**src/rtl/complex_arithmetic_unit_top_assert.svh**
```systemverilog
// Assertion macros for the complex arithmetic unit
`ifndef COMPLEX_ARITHMETIC_UNIT_TOP_ASSERT_SVH
`define COMPLEX_ARITHMETIC_UNIT_TOP_ASSERT_SVH

// a implies b on the same edge
`define CAU_ASSERT_IMPL(lbl, clk, rstn, a, b) \
  lbl: assert property (@(posedge clk) disable iff (!rstn) (a) |-> (b)) \
    else $error("assertion failed");

// a implies b on the next edge
`define CAU_ASSERT_NEXT(lbl, clk, rstn, a, b) \
  lbl: assert property (@(posedge clk) disable iff (!rstn) (a) |=> (b)) \
    else $error("assertion failed");

`endif

```
**src/rtl/cau_pkg.sv**
```systemverilog
// Types, codes and helper functions of the complex arithmetic unit
package cau_pkg;

  localparam int unsigned NUM_CELLS = 32;

  typedef enum logic [3:0] {
    OP_ADD_XY = 4'd0,
    OP_SUB_XY = 4'd1,
    OP_MUL_XY = 4'd2,
    OP_DIV_XY = 4'd3,
    OP_ADD_XA = 4'd4,
    OP_SUB_XA = 4'd5,
    OP_MUL_XA = 4'd6,
    OP_DIV_XA = 4'd7,
    OP_ADD_AY = 4'd8,
    OP_SUB_AY = 4'd9,
    OP_MUL_AY = 4'd10,
    OP_DIV_AY = 4'd11
  } op_e;

  typedef enum logic [1:0] {
    MODE_ZERO  = 2'd0,
    MODE_ADD   = 2'd1,
    MODE_SHIFT = 2'd2,
    MODE_DIV   = 2'd3
  } mode_e;

  typedef struct packed {
    logic [3:0]         operation;
    logic signed [31:0] x_real;
    logic signed [31:0] x_imag;
    logic signed [31:0] y_real;
    logic signed [31:0] y_imag;
    logic signed [31:0] scalar;
  } in_item_t;

  typedef struct packed {
    logic signed [31:0] result_real;
    logic signed [31:0] result_imag;
    logic               undefined;
    logic               saturated;
  } out_item_t;

  // products and decode after the multiplier stage
  typedef struct packed {
    logic signed [63:0] p0;
    logic signed [63:0] p1;
    logic signed [63:0] p2;
    logic signed [63:0] p3;
    logic               sub_re;
    logic               sub_im;
    logic [63:0]        sq0;
    logic [63:0]        sq1;
    logic [31:0]        amag;
    logic               by_scalar;
    mode_e              mode;
  } prod_t;

  // one lane of the restoring divider
  typedef struct packed {
    logic [63:0] r;
    logic [31:0] bits;
    logic [31:0] q;
    logic        neg;
    logic        ovf;
  } lane_t;

  typedef struct packed {
    logic      is_div;
    logic [63:0] d;
    lane_t     re;
    lane_t     im;
    out_item_t pre;
  } cell_t;

  // returns {clipped, value}
  function automatic logic [32:0] sat32(input logic signed [65:0] v);
    logic [32:0] res;
    if (v > 66'sd2147483647) begin
      res = {1'b1, 32'h7FFF_FFFF};
    end else if (v < -66'sd2147483648) begin
      res = {1'b1, 32'h8000_0000};
    end else begin
      res = {1'b0, v[31:0]};
    end
    return res;
  endfunction

  // signed result from quotient magnitude; ovf means quotient >= 2^32
  function automatic logic [32:0] qsat(input logic neg, input logic ovf,
                                       input logic [31:0] q);
    logic [32:0] res;
    if (!neg) begin
      if (ovf || q[31]) res = {1'b1, 32'h7FFF_FFFF};
      else              res = {1'b0, q};
    end else begin
      if (ovf || (q > 32'h8000_0000)) res = {1'b1, 32'h8000_0000};
      else                            res = {1'b0, 32'd0 - q};
    end
    return res;
  endfunction

endpackage

```
**src/rtl/cau_cell.sv**
```systemverilog
// One divider cell: retires one quotient bit per lane and hands the item on
module cau_cell (
  input  logic           clk_i,
  input  logic           rst_ni,
  input  logic           en_i,
  input  logic           valid_i,
  input  cau_pkg::cell_t cell_i,
  output logic           valid_o,
  output cau_pkg::cell_t cell_o
);

  function automatic cau_pkg::lane_t step(input cau_pkg::lane_t l, input logic [63:0] d);
    cau_pkg::lane_t n;
    logic [63:0]    t;
    n = l;
    t = {l.r[62:0], l.bits[31]};
    n.bits = {l.bits[30:0], 1'b0};
    if (t >= d) begin
      n.r = t - d;
      n.q = {l.q[30:0], 1'b1};
    end else begin
      n.r = t;
      n.q = {l.q[30:0], 1'b0};
    end
    return n;
  endfunction

  cau_pkg::cell_t cell_d, cell_q;
  logic           valid_q;

  always_comb begin
    cell_d    = cell_i;
    cell_d.re = step(cell_i.re, cell_i.d);
    cell_d.im = step(cell_i.im, cell_i.d);
  end

  always_ff @(posedge clk_i or negedge rst_ni) begin
    if (!rst_ni) begin
      valid_q <= 1'b0;
    end else if (en_i) begin
      valid_q <= valid_i;
    end
  end

  always_ff @(posedge clk_i) begin
    if (en_i) cell_q <= cell_d;
  end

  assign valid_o = valid_q;
  assign cell_o  = cell_q;

endmodule

```
**config.mk**
```make
export PLATFORM = sky130hd
export DESIGN_NAME = cau_cell
export DESIGN_NICKNAME = d
export VERILOG_FILES = /design/src/rtl/complex_arithmetic_unit_top_assert.svh /design/src/rtl/cau_pkg.sv /design/src/rtl/cau_cell.sv
export SDC_FILE = /design/constraint.sdc
export NUM_CORES = 1
export LEC_CHECK = 0
export ABC_AREA = 1
export ABC_CLOCK_PERIOD_IN_PS = 2250
export BUFFER_PORTS_ARGS = -buffer_cell sky130_fd_sc_hd__buf_4
export CORE_AREA = 2 2 306 308
export CTS_CLUSTER_SIZE = 14
export DETAILED_ROUTE_END_ITERATION = 6
export DIE_AREA = 0 0 308 310
export GPL_TIMING_DRIVEN = 0
export SLEW_MARGIN = 20
export SYNTH_ARGS = -nofsm -noshare
export SYNTH_HDL_FRONTEND = slang
export SYNTH_SLANG_ARGS = --single-unit
```
**constraint.sdc**
```tcl
create_clock -name clk_i -period 2.25 [get_ports clk_i]
set_clock_uncertainty 0.05 [all_clocks]
set_input_delay 0 -clock clk_i [delete_from_list [all_inputs] [get_ports clk_i]]
set_output_delay 0 -clock clk_i [all_outputs]
set_load 0.02 [all_outputs]
```
==> flow_summary.yaml <==
synthesis:
  netlist_area_sq_um: 25700
  synth_top_area_cell: "edfxtp_1"
  yosys_register_bits: 390
  synth-seq-area-share_pct: 45.6
  synth.area.top_cells: "edfxtp_1 45%, nand2_1 22%, inv_1 11%, ha_1 6.2%, nor2_1 3.3%"
  synthCells: 3495
  synth_top_area_share_pct: 45.5
  ys_warn_count: 0
  ys_types: 32
  avgSynthCellArea_sq_um: 7.35
floorplanning:
  core_sq_um: 92500
  die_h_um: 310
  rows: 112
  die_area_sq_um: 95500
  start_util_pct: 27.8
  io_pins: 787
  die_x_um: 308
sta:
  holdWs_ns: -0.397
  tns_ns: -0.0572
  rsz0062_at_grt: "no"
  fmax_mhz: 440
  setup_viol: 3
  tightest_slew_ns: 0.775
  setup_slack_ns: -0.0218
  drv_slew: 0
  fin_crit_ns: 2.27
  maxSlewHeadroom_pct: 47.9
  timing.final.crit_share_pct: 101
  hold_viol_final: 20
cells_and_area:
  layout.area.seq_sq_um: 11700
  multiInputGateArea_sq_um: 11000
  layout_common_cells: "1519 x nand2_1, 782 x buf_4, 731 x inv_1"
  layout_commonest_cell: "nand2_1"
  syn_to_final_growth_pct: 51.1
  fin_area_sq_um: 38800
  utilization_pct: 42.0
  fin_nets: 5247
  final_layout_size_suffix_gt1_share_pct: 20.5
  n_fill_cell: 9623
drt:
  dr_total_vias: 27000
  wl_um: 139000
  drc: 0
  drt_iter0_drc: 2043
  vias_per_cell: 4.54
  wire_per_inst_um: 23.4
  drt_first_pass_iters: 5
  final_antenna_net_count: 0
critical_path:
  cp.required_ns: 2.68
  crit_type: "input port to flop"
  critPathTopFamily: "simple AND/OR/NAND/NOR gates"
  cp_data_arrival_time_ns: 2.70
  critical_path.most_common_cell: "nand2_1"
  startpoint_type: "input port"
  slowest_delay_ns: 0.38
  crit_chain: "buf_4 -> inv_1 -> ha_4 -> nand2_1 -> nor2_2 -> nand2_1 -> nor2_4 -> nand4_1 -> nand3_1 -> nand2_1 -> nand2_2 -> buf_2 -> nand3_1 -> nand2_1"
  endpoint_kind: "flop"
  path_max_fanout: 10
  critPathBufInv: 3
  crit_path_top_delay_cell: "buf_2"
grt:
  grt_pass1_vias: 26900
  antenna_found_initial: 13
  grt_use_total_pct: 27.9
  grt_pass1_wl_um: 187000
  overflow: 0
  grt_max_degree: 95
job:
  cap_violations: 0
place:
  io_buffers: 780
  gp_congestion: 1.01
  dpl-instance-area_sq_um: 33200
  dp.final_hpwl_um: 115000
run_status:
  status: "finished with violations"
  violations: "negative hold slack, negative setup slack"
pwr:
  ir_drop_v: 0.000515
  cellLeakagePower_nw: 20.2
  p_per_area_nw_per_um2: 655
clocking:
  cts_buffer_depth: 3
  cts_tree: "done"
  cts_max_level: 2
  insertion_delay_ns: 0.62
  cts_root_buf: "clkbuf_16"
  clock_sinks: 390
  path_clk_slew_ns: 0.06
  numCtsBuffers: 50
hold_path:
  hold_path.class: "input port to flop"
==> final cells by class <==
cell class	instances	area share, %
Sequential cell	390	30.2
Tap cell	1197	3.86
Clock buffer	57	3.29
Multi-Input combinational cell	2323	28.4
Antenna cell	5	0.0322
Clock inverter	32	0.845
Timing Repair Buffer	1174	25.5
Inverter	755	7.37
Buffer	28	0.574
==> layer usage <==
metal / share of wire (%) / track usage [%]
met1: 37 / 30.3
met2: 51 / 51.9
met3: 5.6 / 4.48
met4: 6.0 / 15.1
met5: 0.037 / 0
==> state kept, by name (all words and copies together) (netlist names) <==
signal and count:
cell_o 389, valid_o 1
==> report_power, final <==
part,switching (W),internal [W]
Combinational,0.00510,0.00303
Clock,0.00348,0.00467
Sequential,0.000259,0.00890
Total,0.00884,0.0166
==> per-stage QoR <==
stage	setup WS, ns	std cells	total power [W]
2_1_floorplan	0.206	3496	0.0131
3_3_place_gp	-2.46	5473	0.0168
3_5_place_dp	-0.804	5477	0.0168
4_1_cts	0.0179	5906	0.0255
5_1_grt	0.00721	5960	0.0265
6_report	-0.0218	5961	0.0254
==> cells in the mapped netlist (all sizes together) <==
cell type,n
nor4,6
xor2,60
buf,28
and3,2
edfxtp,389
conb,1
nand2,1536
nand4,40
o21ai,16
inv,754
mux2,1
xnor2,2
a21oi,86
ha,128
and2,4
dfrtp,1
clkinv,1
fa,2
nand3,182
nor3,20
nor2,236
==> logic make-up (layout without fill, tap and decap cells) <==
| kind of cell | Yosys count | in the layout | share of synthesized area (%) |
|---|---|---|---|
| simple gates | 2026 | 2026 | 32.0 |
| buf+inv | 783 | 2046 | 11.9 |
| flops | 390 | 390 | 45.6 |
| fa+ha+maj | 130 | 130 | 6.39 |
| compound gates | 102 | 102 | 2.02 |
| xor+xnor | 62 | 62 | 2.11 |
| other cells | 1 | 7 | 0.0146 |
| mux | 1 | 1 | 0.0439 |
==> final timing paths <==
| path | start | cells after the start | endpoint | slack [ns] |
|---|---|---|---|---|
| worst max register to register | valid_o | 1 | valid_o | 1.45 |
| worst min-delay path | cell_i[136] | 3 | cell_o[137] | -0.40 |
| worst min register to register | valid_o | 1 | valid_o | 0.47 |
| worst max-delay path | cell_i[357] | 14 | cell_o[168] | -0.02 |
| max in group asynchronous | rst_ni | 3 | valid_o | 1.85 |
| min in group asynchronous | rst_ni | 3 | valid_o | 0.19 |
==> repair_timing <==
action / CTS / global route
setup buffers: 0 / 0
hold buffers: 340 / 49
hold endpoints to repair: 437 / 55
gates resized for setup: 4 / 22
setup endpoints to repair: 15 / 103
cloned: 0 / 1
Note: power is estimated with default switching activity, not from simulation.
