## config.mk

```make
export PLATFORM = sky130hd
export DESIGN_NAME = cau_back
export DESIGN_NICKNAME = d
export VERILOG_FILES = /design/src/rtl/complex_arithmetic_unit_top_assert.svh /design/src/rtl/cau_pkg.sv /design/src/rtl/cau_back.sv
export SDC_FILE = /design/constraint.sdc
export NUM_CORES = 1
export LEC_CHECK = 0
export CORE_AREA = 2 2 179 181
export DETAILED_ROUTE_END_ITERATION = 8
export DIE_AREA = 0 0 181 183
export DONT_BUFFER_PORTS = 1
export MAX_ROUTING_LAYER = met4
export SYNTH_ARGS = -nofsm -noshare
export SYNTH_HDL_FRONTEND = slang
export SYNTH_SLANG_ARGS = --single-unit
```

## constraint.sdc

```tcl
create_clock -name clk_i -period 1.6 [get_ports clk_i]
set_input_delay 0.16 -clock clk_i [delete_from_list [all_inputs] [get_ports clk_i]]
set_output_delay 0.16 -clock clk_i [all_outputs]
set_load 0.01 [all_outputs]
```

## src/rtl/complex_arithmetic_unit_top_assert.svh

```systemverilog
// Assertion macros for the complex arithmetic unit
`ifndef COMPLEX_ARITHMETIC_UNIT_TOP_ASSERT_SVH
`define COMPLEX_ARITHMETIC_UNIT_TOP_ASSERT_SVH

// a implies b on the same edge
`define CAU_ASSERT_IMPL(lbl, clk, rstn, a, b) \
  lbl: assert property (@(posedge clk) disable iff (!rstn) (a) |-> (b)) \
    else $error("assertion failed");

// a implies b on the next edge
`define CAU_ASSERT_NEXT(lbl, clk, rstn, a, b) \
  lbl: assert property (@(posedge clk) disable iff (!rstn) (a) |=> (b)) \
    else $error("assertion failed");

`endif

```

## src/rtl/cau_pkg.sv

```systemverilog
// Types, codes and helper functions of the complex arithmetic unit
package cau_pkg;

  localparam int unsigned NUM_CELLS = 32;

  typedef enum logic [3:0] {
    OP_ADD_XY = 4'd0,
    OP_SUB_XY = 4'd1,
    OP_MUL_XY = 4'd2,
    OP_DIV_XY = 4'd3,
    OP_ADD_XA = 4'd4,
    OP_SUB_XA = 4'd5,
    OP_MUL_XA = 4'd6,
    OP_DIV_XA = 4'd7,
    OP_ADD_AY = 4'd8,
    OP_SUB_AY = 4'd9,
    OP_MUL_AY = 4'd10,
    OP_DIV_AY = 4'd11
  } op_e;

  typedef enum logic [1:0] {
    MODE_ZERO  = 2'd0,
    MODE_ADD   = 2'd1,
    MODE_SHIFT = 2'd2,
    MODE_DIV   = 2'd3
  } mode_e;

  typedef struct packed {
    logic [3:0]         operation;
    logic signed [31:0] x_real;
    logic signed [31:0] x_imag;
    logic signed [31:0] y_real;
    logic signed [31:0] y_imag;
    logic signed [31:0] scalar;
  } in_item_t;

  typedef struct packed {
    logic signed [31:0] result_real;
    logic signed [31:0] result_imag;
    logic               undefined;
    logic               saturated;
  } out_item_t;

  // products and decode after the multiplier stage
  typedef struct packed {
    logic signed [63:0] p0;
    logic signed [63:0] p1;
    logic signed [63:0] p2;
    logic signed [63:0] p3;
    logic               sub_re;
    logic               sub_im;
    logic [63:0]        sq0;
    logic [63:0]        sq1;
    logic [31:0]        amag;
    logic               by_scalar;
    mode_e              mode;
  } prod_t;

  // one lane of the restoring divider
  typedef struct packed {
    logic [63:0] r;
    logic [31:0] bits;
    logic [31:0] q;
    logic        neg;
    logic        ovf;
  } lane_t;

  typedef struct packed {
    logic      is_div;
    logic [63:0] d;
    lane_t     re;
    lane_t     im;
    out_item_t pre;
  } cell_t;

  // returns {clipped, value}
  function automatic logic [32:0] sat32(input logic signed [65:0] v);
    logic [32:0] res;
    if (v > 66'sd2147483647) begin
      res = {1'b1, 32'h7FFF_FFFF};
    end else if (v < -66'sd2147483648) begin
      res = {1'b1, 32'h8000_0000};
    end else begin
      res = {1'b0, v[31:0]};
    end
    return res;
  endfunction

  // signed result from quotient magnitude; ovf means quotient >= 2^32
  function automatic logic [32:0] qsat(input logic neg, input logic ovf,
                                       input logic [31:0] q);
    logic [32:0] res;
    if (!neg) begin
      if (ovf || q[31]) res = {1'b1, 32'h7FFF_FFFF};
      else              res = {1'b0, q};
    end else begin
      if (ovf || (q > 32'h8000_0000)) res = {1'b1, 32'h8000_0000};
      else                            res = {1'b0, 32'd0 - q};
    end
    return res;
  endfunction

endpackage

```

## src/rtl/cau_back.sv

```systemverilog
// Quotient saturation and output register
module cau_back (
  input  logic                clk_i,
  input  logic                rst_ni,
  input  logic                en_i,
  input  logic                valid_i,
  input  cau_pkg::cell_t      cell_i,
  output logic                out_valid_o,
  output cau_pkg::out_item_t  out_item_o
);

  cau_pkg::out_item_t out_d, out_q;
  logic               valid_q;
  logic [32:0]        qre, qim;

  always_comb begin
    qre   = cau_pkg::qsat(cell_i.re.neg, cell_i.re.ovf, cell_i.re.q);
    qim   = cau_pkg::qsat(cell_i.im.neg, cell_i.im.ovf, cell_i.im.q);
    out_d = cell_i.pre;
    if (cell_i.is_div && !cell_i.pre.undefined) begin
      out_d.result_real = qre[31:0];
      out_d.result_imag = qim[31:0];
      out_d.saturated   = qre[32] | qim[32];
    end
  end

  always_ff @(posedge clk_i or negedge rst_ni) begin
    if (!rst_ni) begin
      valid_q <= 1'b0;
    end else if (en_i) begin
      valid_q <= valid_i;
    end
  end

  always_ff @(posedge clk_i) begin
    if (en_i) out_q <= out_d;
  end

  assign out_valid_o = valid_q;
  assign out_item_o  = out_q;

endmodule

```

==> out/metrics.yaml <==
timing:
  rsz0062_at_grt: "true"
  relSlewSlack: 0.627
  finalWorstSetupSlack_ns: -0.422
  hold-worst-slack_ns: -0.0725
  max_freq_mhz: 495
  finalCritPeriodShare: 1.26
  setup_viol: 63
  timing.final.crit_period_ns: 2.02
  worst_slew_pin_slew_ns: 0.556
  hold_viol_final: 26
  slew_viol_final: 0
  timing.clock.skew_ns: 0
critical_path:
  reg2regPathDepth: 2
  worstSetupPathType: "input port to flip-flop"
  critPathSlowestCell: "or4_4"
  reg2reg_to: "out_valid_o"
  critPathLaunch: "cell_i[224]"
  crit_family: "simple AND/OR/NAND/NOR gates"
  reg2reg_from: "out_valid_o"
  path_depth: 6
  critical_path.endpoint_type: "flip-flop"
  crit_chain: "or4_4, or4_4, nor4_4, buf_6, o22ai_1, o32a_1"
  crit_required_ns: 1.69
  path_max_fanout: 5
  crit_arrival_ns: 2.11
  slowest_delay_ns: 0.52
  crit_top_cell: "or4_4"
  reg2reg_slack_ns: 0.24
  endpoint: "out_item_o[0]"
  startpoint_type: "input port"
  crit_buf_inv: 1
yosys:
  ys_ff_latch: 67
  synth_enable_flop_cells: 66
  synth.most_common_cell: "nand2_1"
  synth_area_leader_cell: "edfxtp_1"
  syn_nets: 1017
  ys_warn_count: 0
  synth_commonest_cells: "nand2_1 (75), nor2_1 (72), edfxtp_1 (66)"
  yosysTopAreaCellShare: 0.391
  avgSynthCellArea_um2: 8.17
  synth_area_um2: 5060
  synth-async-reset-ratio: 0.0149
  synthFlopType: "edfxtp_1"
  synth_area_leaders: "edfxtp_1 (39%), nand2_1 (5.6%), nor2_1 (5.3%), a21oi_1 (4.6%), o21ai_0 (3.9%)"
  synthCells: 620
  yosysUniqueCellTypes: 61
  ys_seq_area_frac: 0.396
routing:
  wl_per_cell_um: 23.8
  drt_iter0_drc: 453
  top_signal_layer_used: "met4"
  routed_via_density: 5.07
  drc: 0
  ant_nets: 0
  wirelength_mm: 27.1
  route.met2.wl_mm: 10.9
  m1WireLength_mm: 12.1
  route.met3.wl_mm: 3.31
  vias: 5764
  dr.pass1.iters: 5
die:
  row_count: 65
  die_h_um: 183
  io_pins: 462
  fp.dieW_um: 181
  die_area_um2: 33100
  start_util: 0.162
  core_um2: 31200
layout:
  fin_util: 0.249
  instances_no_fill: 1137
  drive_gt1_frac: 0.344
  synthToLayoutAreaGrowth_pct: 53.3
  fill_cells: 3386
  nets: 1125
  fin_area_um2: 7760
global_route:
  grt_max_degree: 68
  track_usage: 0.162
  globalRoute.totalOverflow: 0
  grt_pass1_vias: 5602
  grt_pass1_wl_mm: 38.1
  antenna_found_initial: 2
clock_network:
  cts_buffers: 9
  path_clk_slew_ns: 0.06
  cts_tree: "built"
  cts_max_level: 3
  cts_sinks: 67
  cts_root_buf: "clkbuf_16"
  clk_latency_ns: 0.34
  cts_hold_buf: 10
  cts_max_path_buffers: 2
status:
  violations: "negative hold slack, negative setup slack"
  status: "finished, violations left"
place:
  placed_cells: 1081
  placed_cell_area_um2: 6360
  io_buffers: 0
  place.detailed.hpwl_mm: 20.4
  routabilityCongestion: 0.940
power_and_ir_drop:
  power_density_nw_per_um2: 700
  peakVddDrop_v: 0.000455
  finalPower_uw: 5440
  power.leakage_uw: 0.00266
min_path:
  hold_path.class: "input port to flip-flop"
flow_run:
  drv_cap: 0
-- worst reg2reg max path, cell delays in order (launching register included) --
cell and delay, ns:
dfrtp_1 0.42, mux2_2 0.27, dlygate4sd3_1 0.56
-- layout make-up --
cell class,instances,area (um2),share of cell area
clock buffers,10,229,0.0295
multi-input cells,503,3570,0.460
diodes,2,5.00,0.000645
clock inverters,6,90.1,0.0116
repair buffers,135,1240,0.159
flip-flops and latches,67,2010,0.259
well taps,402,503,0.0648
inverters,12,118,0.0152
-- cells by family after synthesis --
| kind of cell | after synthesis | share of synthesized area |
|---|---|---|
| simple gates | 292 | 0.293 |
| compound gates | 196 | 0.245 |
| flops | 67 | 0.396 |
| buf+inv | 53 | 0.0413 |
| mux | 8 | 0.0161 |
| xor+xnor | 2 | 0.00346 |
| fa+ha+maj | 2 | 0.00494 |
-- layout by cell type (no fill, tap or decap), drive strengths merged, types with 3 or more instances in the layout --
| master | count |
|---|---|
| o22ai | 12 |
| o31a | 4 |
| inv | 9 |
| or4 | 16 |
| o211ai | 8 |
| buf | 125 |
| or2 | 5 |
| nand2 | 75 |
| or3 | 8 |
| o31ai | 26 |
| a31oi | 17 |
| nand4 | 20 |
| nor4 | 17 |
| a31o | 4 |
| nand3 | 15 |
| nor2 | 73 |
| a21oi | 47 |
| nor3 | 32 |
| clkbuf | 10 |
| dlygate4sd3 | 10 |
| nand2b | 9 |
| edfxtp | 66 |
| o21ai | 45 |
| mux2i | 7 |
| a211oi | 14 |
| o41ai | 4 |
| clkinv | 6 |
| nor2b | 7 |
| o221ai | 3 |
-- registers in the layout (all words and copies together) (netlist names) --
register     cells
out_item_o      66
out_valid_o      1
-- power breakdown --
| group | internal (uW) | leakage [uW] | switching [uW] | total, uW |
|---|---|---|---|---|
| Clock | 1370 | 0.000153 | 841 | 2210 |
| Combinational | 386 | 0.00185 | 451 | 838 |
| Sequential | 2140 | 0.000657 | 246 | 2390 |
| Total | 3900 | 0.00266 | 1540 | 5440 |
-- how the worst min path moves through the flow --
| stage | startpoint | endpoint | slack (ns) | depth (start not counted) |
|---|---|---|---|---|
| final | en_i | out_item_o[28] | -0.07 | 0 |
| after global routing | en_i | out_item_o[28] | -0.09 | 0 |
| after CTS | en_i | out_item_o[28] | -0.09 | 0 |
| after detailed placement | rst_ni | out_valid_o | -0.14 | 0 |
| after global placement | rst_ni | out_valid_o | -0.14 | 0 |
| after floorplan | rst_ni | out_valid_o | -0.14 | 0 |
-- layer usage --
layer / up-vias / GRT usage
li1: 2648 / -
met1: 2835 / 0.211
met2: 244 / 0.218
met3: 37 / 0.0778
met4: 0 / 0.0546
met5: - / -
-- per-stage QoR --
stage / TNS [ns] / worst slack, ns
final: -14.86 / -0.422
after floorplan: -30.07 / -0.848
after CTS: -9.92 / -0.387
after global placement: -35.99 / -0.781
after detailed placement: -37.57 / -0.803
after global routing: -17.23 / -0.483
-- repair_timing --
| action | 4_1_cts | 5_1_grt |
|---|---|---|
| hold endpoints to repair | 75 | 66 |
| resized for setup | 101 | 55 |
| setup endpoints to repair | 64 | 64 |
| setup buffers | 19 | 8 |
| pin swaps | 46 | 35 |
| gates cloned | 4 | 1 |
(Power assumes the default switching activity.)
